### config.mk
export PLATFORM = sky130hd
export DESIGN_NAME = sha256_counter_keystream_xor_unit
export DESIGN_NICKNAME = d
export VERILOG_FILES = /design/src/rtl/skx_pkg.sv /design/src/rtl/skx_round.sv /design/src/rtl/sha256_counter_keystream_xor_unit.sv
export SDC_FILE = /design/constraint.sdc
export NUM_CORES = 2
export LEC_CHECK = 0
export CAP_MARGIN = 0
export CORE_ASPECT_RATIO = 1.1
export CORE_UTILIZATION = 40
export CTS_CLUSTER_DIAMETER = 150
export DETAILED_ROUTE_END_ITERATION = 12
export DONT_BUFFER_PORTS = 1
export SYNTH_ARGS = -nofsm -noshare
export SYNTH_HDL_FRONTEND = slang
export SYNTH_SLANG_ARGS = --single-unit
export TNS_END_PERCENT = 30
### constraint.sdc
create_clock -name aclk -period 10.6 [get_ports aclk]
set_clock_uncertainty 0.1 [all_clocks]
set_input_delay 1.06 -clock aclk [delete_from_list [all_inputs] [get_ports aclk]]
set_output_delay 1.06 -clock aclk [all_outputs]
set_load 0.03 [all_outputs]
### src/rtl/skx_pkg.sv
// Package: types, constants and functions for the SHA-256 counter keystream XOR unit.
`default_nettype none
package skx_pkg;

    localparam int KeyWidth = 64;
    localparam int KeyWords = 4;
    localparam int CfgIdxWidth = 2;
    localparam int RoundCount = 64;

    localparam logic [CfgIdxWidth-1:0] CfgKeyWord0 = 2'd0;
    localparam logic [CfgIdxWidth-1:0] CfgKeyWord1 = 2'd1;
    localparam logic [CfgIdxWidth-1:0] CfgKeyWord2 = 2'd2;
    localparam logic [CfgIdxWidth-1:0] CfgKeyWord3 = 2'd3;

    typedef enum logic [1:0] {
        ST_IDLE,
        ST_HASH,
        ST_FINAL,
        ST_OUT
    } skx_state_t;

    typedef struct packed {
        logic start;
        logic busy;
        logic done;
    } skx_hash_ctl_t;

    localparam logic [255:0] InitialH = {
        32'h6a09e667, 32'hbb67ae85, 32'h3c6ef372, 32'ha54ff53a,
        32'h510e527f, 32'h9b05688c, 32'h1f83d9ab, 32'h5be0cd19
    };

    function automatic logic [31:0] round_k(input logic [5:0] idx);
        logic [31:0] k;
        unique case (idx)
            6'd0: k = 32'h428a2f98; 6'd1: k = 32'h71374491; 6'd2: k = 32'hb5c0fbcf;
            6'd3: k = 32'he9b5dba5; 6'd4: k = 32'h3956c25b; 6'd5: k = 32'h59f111f1;
            6'd6: k = 32'h923f82a4; 6'd7: k = 32'hab1c5ed5; 6'd8: k = 32'hd807aa98;
            6'd9: k = 32'h12835b01; 6'd10: k = 32'h243185be; 6'd11: k = 32'h550c7dc3;
            6'd12: k = 32'h72be5d74; 6'd13: k = 32'h80deb1fe; 6'd14: k = 32'h9bdc06a7;
            6'd15: k = 32'hc19bf174; 6'd16: k = 32'he49b69c1; 6'd17: k = 32'hefbe4786;
            6'd18: k = 32'h0fc19dc6; 6'd19: k = 32'h240ca1cc; 6'd20: k = 32'h2de92c6f;
            6'd21: k = 32'h4a7484aa; 6'd22: k = 32'h5cb0a9dc; 6'd23: k = 32'h76f988da;
            6'd24: k = 32'h983e5152; 6'd25: k = 32'ha831c66d; 6'd26: k = 32'hb00327c8;
            6'd27: k = 32'hbf597fc7; 6'd28: k = 32'hc6e00bf3; 6'd29: k = 32'hd5a79147;
            6'd30: k = 32'h06ca6351; 6'd31: k = 32'h14292967; 6'd32: k = 32'h27b70a85;
            6'd33: k = 32'h2e1b2138; 6'd34: k = 32'h4d2c6dfc; 6'd35: k = 32'h53380d13;
            6'd36: k = 32'h650a7354; 6'd37: k = 32'h766a0abb; 6'd38: k = 32'h81c2c92e;
            6'd39: k = 32'h92722c85; 6'd40: k = 32'ha2bfe8a1; 6'd41: k = 32'ha81a664b;
            6'd42: k = 32'hc24b8b70; 6'd43: k = 32'hc76c51a3; 6'd44: k = 32'hd192e819;
            6'd45: k = 32'hd6990624; 6'd46: k = 32'hf40e3585; 6'd47: k = 32'h106aa070;
            6'd48: k = 32'h19a4c116; 6'd49: k = 32'h1e376c08; 6'd50: k = 32'h2748774c;
            6'd51: k = 32'h34b0bcb5; 6'd52: k = 32'h391c0cb3; 6'd53: k = 32'h4ed8aa4a;
            6'd54: k = 32'h5b9cca4f; 6'd55: k = 32'h682e6ff3; 6'd56: k = 32'h748f82ee;
            6'd57: k = 32'h78a5636f; 6'd58: k = 32'h84c87814; 6'd59: k = 32'h8cc70208;
            6'd60: k = 32'h90befffa; 6'd61: k = 32'ha4506ceb; 6'd62: k = 32'hbef9a3f7;
            6'd63: k = 32'hc67178f2;
            default: k = 32'h0;
        endcase
        return k;
    endfunction

    function automatic logic [31:0] rotr(input logic [31:0] x, input int n);
        return (x >> n) | (x << (32 - n));
    endfunction

    // Byte i of a little-endian 64-bit word.
    function automatic logic [7:0] le_byte(input logic [63:0] w, input int i);
        return w[8*i +: 8];
    endfunction

endpackage
`default_nettype wire

### src/rtl/skx_round.sv
// SHA-256 compression: one round per cycle over a 16-word rolling schedule.
`default_nettype none
module skx_round
    import skx_pkg::*;
(
    input  wire logic          aclk,
    input  wire logic          aresetn,
    input  wire logic          start,
    input  wire logic [511:0]  block_in,
    output skx_hash_ctl_t      ctl,
    output logic [255:0]       digest
);

    logic [31:0] w_reg [16];
    logic [31:0] w_next [16];
    logic [31:0] a_reg, b_reg, c_reg, d_reg, e_reg, f_reg, g_reg, h_reg;
    logic [5:0]  round_reg;
    logic        busy_reg, done_reg;
    logic [31:0] t1, t2, s0, s1, w_new;

    always_comb begin
        s0 = rotr(w_reg[1], 7) ^ rotr(w_reg[1], 18) ^ (w_reg[1] >> 3);
        s1 = rotr(w_reg[14], 17) ^ rotr(w_reg[14], 19) ^ (w_reg[14] >> 10);
        w_new = w_reg[0] + s0 + w_reg[9] + s1;
        t1 = h_reg + (rotr(e_reg, 6) ^ rotr(e_reg, 11) ^ rotr(e_reg, 25))
             + ((e_reg & f_reg) ^ (~e_reg & g_reg)) + round_k(round_reg) + w_reg[0];
        t2 = (rotr(a_reg, 2) ^ rotr(a_reg, 13) ^ rotr(a_reg, 22))
             + ((a_reg & b_reg) ^ (a_reg & c_reg) ^ (b_reg & c_reg));
        for (int i = 0; i < 15; i++) begin
            w_next[i] = w_reg[i+1];
        end
        w_next[15] = w_new;
    end

    always_ff @(posedge aclk) begin
        if (!aresetn) begin
            busy_reg  <= 1'b0;
            done_reg  <= 1'b0;
            round_reg <= '0;
        end else begin
            done_reg <= 1'b0;
            if (start) begin
                busy_reg  <= 1'b1;
                round_reg <= '0;
            end else if (busy_reg) begin
                round_reg <= round_reg + 6'd1;
                if (round_reg == 6'(RoundCount - 1)) begin
                    busy_reg <= 1'b0;
                    done_reg <= 1'b1;
                end
            end
        end
    end

    always_ff @(posedge aclk) begin
        if (start) begin
            for (int i = 0; i < 16; i++) begin
                w_reg[i] <= block_in[511 - 32*i -: 32];
            end
            {a_reg, b_reg, c_reg, d_reg, e_reg, f_reg, g_reg, h_reg} <= InitialH;
        end else if (busy_reg) begin
            w_reg <= w_next;
            h_reg <= g_reg; g_reg <= f_reg; f_reg <= e_reg; e_reg <= d_reg + t1;
            d_reg <= c_reg; c_reg <= b_reg; b_reg <= a_reg; a_reg <= t1 + t2;
        end
    end

    assign ctl.start = start;
    assign ctl.busy  = busy_reg;
    assign ctl.done  = done_reg;

    always_comb begin
        digest[255:224] = InitialH[255:224] + a_reg;
        digest[223:192] = InitialH[223:192] + b_reg;
        digest[191:160] = InitialH[191:160] + c_reg;
        digest[159:128] = InitialH[159:128] + d_reg;
        digest[127:96]  = InitialH[127:96]  + e_reg;
        digest[95:64]   = InitialH[95:64]   + f_reg;
        digest[63:32]   = InitialH[63:32]   + g_reg;
        digest[31:0]    = InitialH[31:0]    + h_reg;
    end

endmodule
`default_nettype wire

### src/rtl/sha256_counter_keystream_xor_unit.sv
// Top level: SHA-256 counter-mode keystream XOR over a byte stream.
//   channel  dir  fields (low bit first)
//   s_axis   in   tdata: data_byte[7:0]; tuser: first_byte; tlast: last_byte
//   m_axis   out  tdata: result_byte[7:0]; tlast: result_last
//   cfg      in   cfg_wr_en, cfg_index (0..3 key words), cfg_data[63:0]
// A byte that reuses the held block is accepted, then presented from the result register.
// A byte that needs a new block goes through accept, load, 64 rounds of the shared
// round unit, final add and result.
// Reset clears counter, offset and block-valid flag; the block register is not reset.
// A stalled result holds m_axis_tdata; no new byte is taken until it is delivered.
`default_nettype none
module sha256_counter_keystream_xor_unit
    import skx_pkg::*;
(
    input  wire logic                   aclk,
    input  wire logic                   aresetn,
    input  wire logic                   s_axis_tvalid,
    output logic                        s_axis_tready,
    input  wire logic [7:0]             s_axis_tdata,   // data_byte[7:0]
    input  wire logic                   s_axis_tuser,   // first_byte
    input  wire logic                   s_axis_tlast,
    output logic                        m_axis_tvalid,
    input  wire logic                   m_axis_tready,
    output logic [7:0]                  m_axis_tdata,   // result_byte[7:0]
    output logic                        m_axis_tlast,
    input  wire logic                   cfg_wr_en,
    input  wire logic [CfgIdxWidth-1:0] cfg_index,
    input  wire logic [KeyWidth-1:0]    cfg_data
);

    skx_state_t    state_reg, state_next;
    logic [KeyWidth-1:0] key_reg [KeyWords];
    logic [63:0]   counter_reg;
    logic [4:0]    offset_reg;
    logic          valid_reg;
    logic [255:0]  block_reg;
    logic [7:0]    data_reg;
    logic          last_reg;
    logic          hash_start;
    logic          accept;
    logic [511:0]  msg;
    logic [255:0]  digest;
    skx_hash_ctl_t hctl;
    logic [7:0]    ks_byte;

    assign accept = s_axis_tvalid && s_axis_tready;

    always_ff @(posedge aclk) begin
        if (!aresetn) begin
            for (int i = 0; i < KeyWords; i++) key_reg[i] <= '0;
        end else if (cfg_wr_en) begin
            unique case (cfg_index)
                CfgKeyWord0: key_reg[0] <= cfg_data;
                CfgKeyWord1: key_reg[1] <= cfg_data;
                CfgKeyWord2: key_reg[2] <= cfg_data;
                CfgKeyWord3: key_reg[3] <= cfg_data;
                default: ;
            endcase
        end
    end

    always_comb begin
        msg = '0;
        for (int i = 0; i < 32; i++) begin
            msg[511 - 8*i -: 8] = le_byte(key_reg[i/8], i%8);
        end
        for (int i = 0; i < 8; i++) begin
            msg[511 - 8*(32+i) -: 8] = le_byte(counter_reg, i);
        end
        msg[511 - 8*40 -: 8] = 8'h80;
        msg[15:0] = 16'h0140;
    end

    skx_round u_round (
        .aclk     (aclk),
        .aresetn  (aresetn),
        .start    (hash_start),
        .block_in (msg),
        .ctl      (hctl),
        .digest   (digest)
    );

    always_comb begin
        state_next = state_reg;
        unique case (state_reg)
            ST_IDLE:  if (accept) state_next = (s_axis_tuser || !valid_reg) ? ST_HASH : ST_OUT;
            ST_HASH:  state_next = ST_FINAL;
            ST_FINAL: if (hctl.done) state_next = ST_OUT;
            ST_OUT:   if (m_axis_tready) state_next = ST_IDLE;
            default:  state_next = ST_IDLE;
        endcase
    end

    always_comb begin
        s_axis_tready = (state_reg == ST_IDLE);
        m_axis_tvalid = (state_reg == ST_OUT);
        hash_start    = (state_reg == ST_HASH);
    end

    assign ks_byte = block_reg[255 - 8*offset_reg -: 8];
    assign m_axis_tdata = data_reg ^ ks_byte;
    assign m_axis_tlast = last_reg;

    always_ff @(posedge aclk) begin
        if (!aresetn) begin
            state_reg   <= ST_IDLE;
            counter_reg <= '0;
            offset_reg  <= '0;
            valid_reg   <= 1'b0;
        end else begin
            state_reg <= state_next;
            if (accept && s_axis_tuser) begin
                counter_reg <= '0;
                offset_reg  <= '0;
                valid_reg   <= 1'b0;
            end
            if (hctl.done) begin
                counter_reg <= counter_reg + 64'd1;
                offset_reg  <= '0;
                valid_reg   <= 1'b1;
            end
            if (state_reg == ST_OUT && m_axis_tready) begin
                offset_reg <= offset_reg + 5'd1;
                if (offset_reg == 5'd31) valid_reg <= 1'b0;
            end
        end
    end

    always_ff @(posedge aclk) begin
        if (accept) begin
            data_reg <= s_axis_tdata;
            last_reg <= s_axis_tlast;
        end
        if (hctl.done) block_reg <= digest;
    end

endmodule
`default_nettype wire

==> Yosys cells after proc, flatten, opt, wreduce, memory -nomap -nowiden <==
Memories as Yosys holds them, arrays and structs flattened. A register that Yosys moved wholly into a read port is not among the register bits.
Index checks and enable logic that the tools add are counted.
{ "classes": {"mul": 0, "add_sub_neg": 22, "order_cmp": 0, "eq_ne": 11, "div_mod_pow": 0, "muxes": 43, "reduce_logical": 13, "shift": 1, "bitwise_logic": 34} }
{ "op_table": {"columns": ["operator", "count"], "rows": [
  ["$mux 512", 2],
  ["$mux 64", 6],
  ["$add 32x32->32", 10],
  ["$xor 32x32->32", 9],
  ["$shiftx 263x33->8", 1],
  ["$and 32x32->32", 5],
  ["$add 31x32->32 const A", 3],
  ["$add 32x32->32 const A", 3],
  ["$add 64x1->64 const B", 1],
  ["$add 29x32->32 const A", 1],
  ["$add 30x32->32 const A", 1],
  ["$not 32->32", 1],
  ["$or 10x32->32", 1],
  ["$or 13x32->32", 1],
  ["$or 14x32->32", 1],
  ["$or 15x32->32", 1],
  ["$or 19x32->32", 1],
  ["$or 21x32->32", 1],
  ["$or 25x32->32", 1],
  ["$or 26x32->32", 1],
  ["$or 30x32->32", 1],
  ["$or 7x32->32", 1],
  ["$xor 32x22->32", 1],
  ["$xor 32x29->32", 1],
  ["25 further kinds", 69]
]} }
{ "totals": {"out_inout_bits": 11, "latch_bits": 0, "regBits": 1113, "n_memories": 2, "input_bits": 81, "ram_bits": 256, "rom_bits": 2048} }
{ "mem_list": {"columns": ["name", "depth", "width", "read_ports", "rd_ports_with_merged_regs", "wr", "line", "text"], "rows": [
  ["(no name shown)", 64, 32, 1, 1, 0, "skx_pkg.sv:35", "unique case (idx)"],
  ["key_reg", 4, 64, 4, 0, 4, "sha256_counter_keystream_xor_unit.sv:32", "logic [KeyWidth-1:0] key_reg [KeyWords];"]
]} }

==> Logic depth before layout (Yosys ltp) <==
{ "depth": {"word_depth": 8, "ltp_mapped": 35, "ltp_nobuf": 34} }

==> Hierarchy <==
A second synthesis with hierarchy kept.
{ "unflattened": {"cells_unflattened": 6451, "hier_area_um2": 75840.2} }
{ "by_module_without_submodules": {"columns": ["mod", "instances", "seq_area_each_um2", "cells_per_inst", "area_per_inst_um2"], "rows": [
  ["skx_round", 1, 21300.4, 4997, 52377.7],
  ["sha256_counter_keystream_xor_unit", 1, 17086.4, 1454, 23462.5]
]} }

==> Worst setup path before layout <==
No wires, ideal clock.
{ "synth_path": {"kind": "flip-flop to flip-flop", "from": "register u_round.done_reg", "to": "register counter_reg[37]", "t_required_ns": 10.385, "setup_ns": 0.115, "t_arrival_ns": 8.644, "path_stages_with_launch": 12, "path_slack_ns": 1.741, "cell_sequence": "dfxtp_1 > buf_2 > inv_1 > or3_1 > clkbuf_1 > nor4_2 > nand2_1 > nor2_1 > and2_1 > nand4_1 > mux2i_1 > and2_1"} }
{ "synth_via": {"elab_chain_cells": 1, "elab_cells_between_ends": 2} }
{ "synth_lines": {"columns": ["item", "line", "text"], "rows": [
  ["start: declaration", "skx_round.sv:18", "logic busy_reg, done_reg;"],
  ["start signal: assignment", "skx_round.sv:38", "done_reg <= 1'b0;"],
  ["start signal: assignment", "skx_round.sv:41", "done_reg <= 1'b0;"],
  ["start signal: assignment", "skx_round.sv:49", "done_reg <= 1'b1;"],
  ["$mux 64 / $reduce_bool 2->1 (equally long branches)", null, null],
  ["end signal: assignment", "sha256_counter_keystream_xor_unit.sv:118", "counter_reg <= counter_reg + 64'd1;"],
  ["end: declaration", "sha256_counter_keystream_xor_unit.sv:33", "logic [63:0] counter_reg;"]
]} }
Parallel ways exist; a longest one is shown, timed or not.
A chain may end at the register's enable or synchronous reset.

==> Final worst setup path <==
{ "layout_path": {"from": "register u_round.e_reg[26]", "to": "register u_round.a_reg[30]"} }
{ "layout_via": {"elab_chain_cells": 8, "elab_cells_between_ends": 14} }
{ "layout_lines": {"columns": ["item", "line", "text"], "rows": [
  ["start: declaration", "skx_round.sv:16", "logic [31:0] a_reg, b_reg, c_reg, d_reg, e_reg, f_reg, g_reg, h_reg;"],
  ["start signal: assignment", "skx_round.sv:60", "{a_reg, b_reg, c_reg, d_reg, e_reg, f_reg, g_reg, h_reg} <= InitialH;"],
  ["start signal: assignment", "skx_round.sv:63", "h_reg <= g_reg; g_reg <= f_reg; f_reg <= e_reg; e_reg <= d_reg + t1;"],
  ["$or 21x32->32 / $or 26x32->32 (equally long branches)", "skx_pkg.sv:64", "return (x >> n) | (x << (32 - n));"],
  ["$xor 32x32->32 (2 in series)", "skx_round.sv:25", "t1 = h_reg + (rotr(e_reg, 6) ^ rotr(e_reg, 11) ^ rotr(e_reg, 25))"],
  ["$add 32x32->32", "skx_round.sv:25", null],
  ["$add 32x32->32 (*) (3 in series)", "skx_round.sv:26", "+ ((e_reg & f_reg) ^ (~e_reg & g_reg)) + round_k(round_reg) + w_reg[0];"],
  ["$add 32x32->32 (*)", "skx_round.sv:64", "d_reg <= c_reg; c_reg <= b_reg; b_reg <= a_reg; a_reg <= t1 + t2;"],
  ["end signal: assignment", "skx_round.sv:60", null],
  ["end signal: assignment", "skx_round.sv:64", null],
  ["end: declaration", "skx_round.sv:16", null]
]} }
Every way passes the cells marked *; elsewhere a longest branch is shown, timed or not.

==> results.md <==
- Async set or reset register ratio after synthesis: 0%
- Setup TNS: 0 ps
- Clock period minus final worst setup slack: 8168 ps
- Hold Path Cell Cnt: 0
- Worst Reg2Reg Path Length in Cells: 30
- Clock tree buffer depth: 3
- Cell taking the most area after synthesis: edfxtp_1
- CTS resizes: 0
- Critical Path RT: 11180 ps
- Max Fclk: 0.1224 GHz
- DIE AREA: 183800 um^2
- Antenna Cells: 0
- Relative slew slack: 19.42%
- Ys Warns: 0
- Detailed placement HPWL: 166.4 mm
- Crit path DAT: 8750 ps
- GR Util All Layers: 24.77%
- Die H: 449.6 um
- Slowest cell on crit path: dfxtp_1
- CP max stage delay: 680 ps
- Worst slew pin tran: 1207 ps
- Synth area leaders: edfxtp_1, dfxtp_1, mux2i_1
- Die Span X: 408.9 um
- Cell mode on critical path: fa_1
- Layout area overhead: 9.803%
- Post-Synthesis Cells: 6516
- Port buffer count: 0
- Final setup fails: 0
- Status: finished, final reports clean
- Vias per Instance: 5.576
- Largest net degree at the start of global routing: 187
- Initial Utilization: 40.45%
- Routed length per instance: 26.14 um
- Global route overflow: 0
- Layout cell share with drive strength beyond 1: 7.421%
- Final #Nets: 6737
- Count of hold-fix buffers inserted at cts: 0
- Crit path buffers/inverters: 2
- Hold/Removal Path Class: input port to register
- #FFs+latches synth: 1401
- WS Path Type: register to register
- Worst skew pair latency: 830 ps
- RSZ-0062 raised after global routing: false
- GRT met3 Usage: 3.113%
- Wirelength, routed: 230.9 mm
- Final Hold Viols: 0
- Share of the synthesized area in the top cell type: 34.67%
- Sequential share of the synthesized area: 50.06%
- Routed Antenna Nets: 0
- Netlist cell types: 105
- Synthesized Nets: 6941
- CTS tree: yes
- Most used DFF post-synth: edfxtp_1
- Slew Limit Fails: 0
- Core area: 180100 um^2
- Hold Path End: data_reg[1]$_DFFE_PP_
- Global-route wire length before repair: 336.2 mm
- GR peak layer: met2
- Synthesized area: 72840 um^2
- Met2 Use GR: 41.48%
- Worst R2R Start: u_round.e_reg[26]$_SDFFE_PP0P_
- Worst Path Max Fanout: 9
- Number of vias in the routed layout: 49260
- Hold path start: s_axis_tdata[1]
- Mean post-synth cell area: 11.18 um^2
- Flop2flop setup slack: 2430 ps
- CTS root buf: clkbuf_16
- Startpoint types: register
- Rows: 163
- Post-synth EDFFs: 841
- CTS Buf Count: 152
- Met1 usage: 32.52%
- Vias in the first global route: 48020
- Critical Path Sink Type: register
- Max FFs per register: 480
- Clock sinks: 1401
- RR Endpoint: u_round.a_reg[30]$_SDFFE_PP1P_
- Initial antenna violation count: 5
- Post-CTS Setup Bufs: 0
- CTS H-tree depth: 4
- Final period utilization: 77.06%
- # DRC: 0
- CTS clk-pin slew, worst paths: 60 ps
- First-iteration detailed-routing DRC count: 4378
- Ports: 92
- First-pass iteration count of the detailed router: 6
- Gpl congestion: 0.9587
- CP top delay family: adder cells
- Max-Cap Viols: 0
==> logic make-up after synthesis <==
group / Yosys count / synth area share, %
AO/OA/AOI/OAI: 1134 / 10.93
XOR/XNOR: 591 / 7.125
adder cells (fa/ha/maj): 366 / 8.139
buffers and inverters: 729 / 3.819
flip-flops: 1401 / 50.06
multiplexers: 503 / 8.324
AND/OR/NAND/NOR: 1792 / 11.60
==> worst max path at each step <==
stage	startpoint	to	depth (start not counted)
floorplan	u_round.done_reg$_SDFF_PP0_	counter_reg[37]$_SDFFE_PN0P_	11
global placement	u_round.e_reg[14]$_SDFFE_PP1P_	u_round.a_reg[30]$_SDFFE_PP1P_	29
detailed placement	u_round.e_reg[26]$_SDFFE_PP0P_	u_round.a_reg[30]$_SDFFE_PP1P_	30
CTS	u_round.e_reg[26]$_SDFFE_PP0P_	u_round.a_reg[30]$_SDFFE_PP1P_	30
global route	u_round.e_reg[26]$_SDFFE_PP0P_	u_round.a_reg[30]$_SDFFE_PP1P_	32
finish	u_round.e_reg[26]$_SDFFE_PP0P_	u_round.a_reg[30]$_SDFFE_PP1P_	30
==> cell usage in the layout (no fill, tap or decap), types with 56 or more instances in the layout <==
master	n
xnor2_1	399
edfxtp_1	841
nand3_1	112
a22o_1	259
o21a_1	56
xor2_1	191
buf_4	66
clkbuf_16	155
fa_1	187
dfxtp_1	555
mux2i_1	419
ha_1	156
a21oi_1	174
and2_1	303
nor2_1	504
inv_1	291
nor3_1	72
mux4_2	82
nand2_1	561
o21ai_0	259
==> routing by layer <==
| layer | share of wire (%) | wire (um) |
|---|---|---|
| met3 | 4.4 | 10190 |
| met2 | 49 | 112000 |
| met4 | 4.1 | 9506 |
| met5 | 0.013 | 30 |
| met1 | 43 | 99090 |
==> through the flow <==
step / cell area, um^2 / setup slack [ps] / utilization [%] / hold WS, ps / instances
floorplan: 72840 / 1741 / - / 324.8 / 6516
global placement: 74920 / 2638 / 41.60 / 333.7 / 8550
detailed placement: 74920 / 2544 / 41.60 / 349.1 / 8550
CTS: 79980 / 2505 / 44.41 / 169.0 / 8833
global route: 79980 / 1891 / 44.41 / 200.1 / 8833
finish: 79980 / 2432 / 44.41 / 241.1 / 8833
==> synth_stat cells, drive strengths merged, types with 157 or more instances <==
cell,instances
clkbuf,357
edfxtp,841
inv,295
ha,157
and2,303
fa,187
nand2,564
xnor2,399
mux2i,419
a21oi,183
xor2,191
a22o,259
nor2,514
dfxtp,560
o21ai,283
==> layout make-up <==
class	instances	area [um^2]
fillers	16640	100100
flip-flops and latches	1401	36480
multi-input cells	4386	33720
clock buffers	192	4098
well taps	2392	2993
inverters	300	1136
clock inverters	91	963.4
repair buffers	71	595.6
==> worst register-to-register path, delay by kind of cell (launching register included) <==
kind	cells	cell delay (ps)
AO/OA/AOI/OAI	12	2570
AND/OR/NAND/NOR	7	1200
flip-flops	1	680
XOR/XNOR	2	440
buffers and inverters	2	140
adder cells (fa/ha/maj)	7	2900
Power is left out: the tool's default activity adds up to more than one toggle a clock period on the data nets, which glitch-free logic cannot reach.
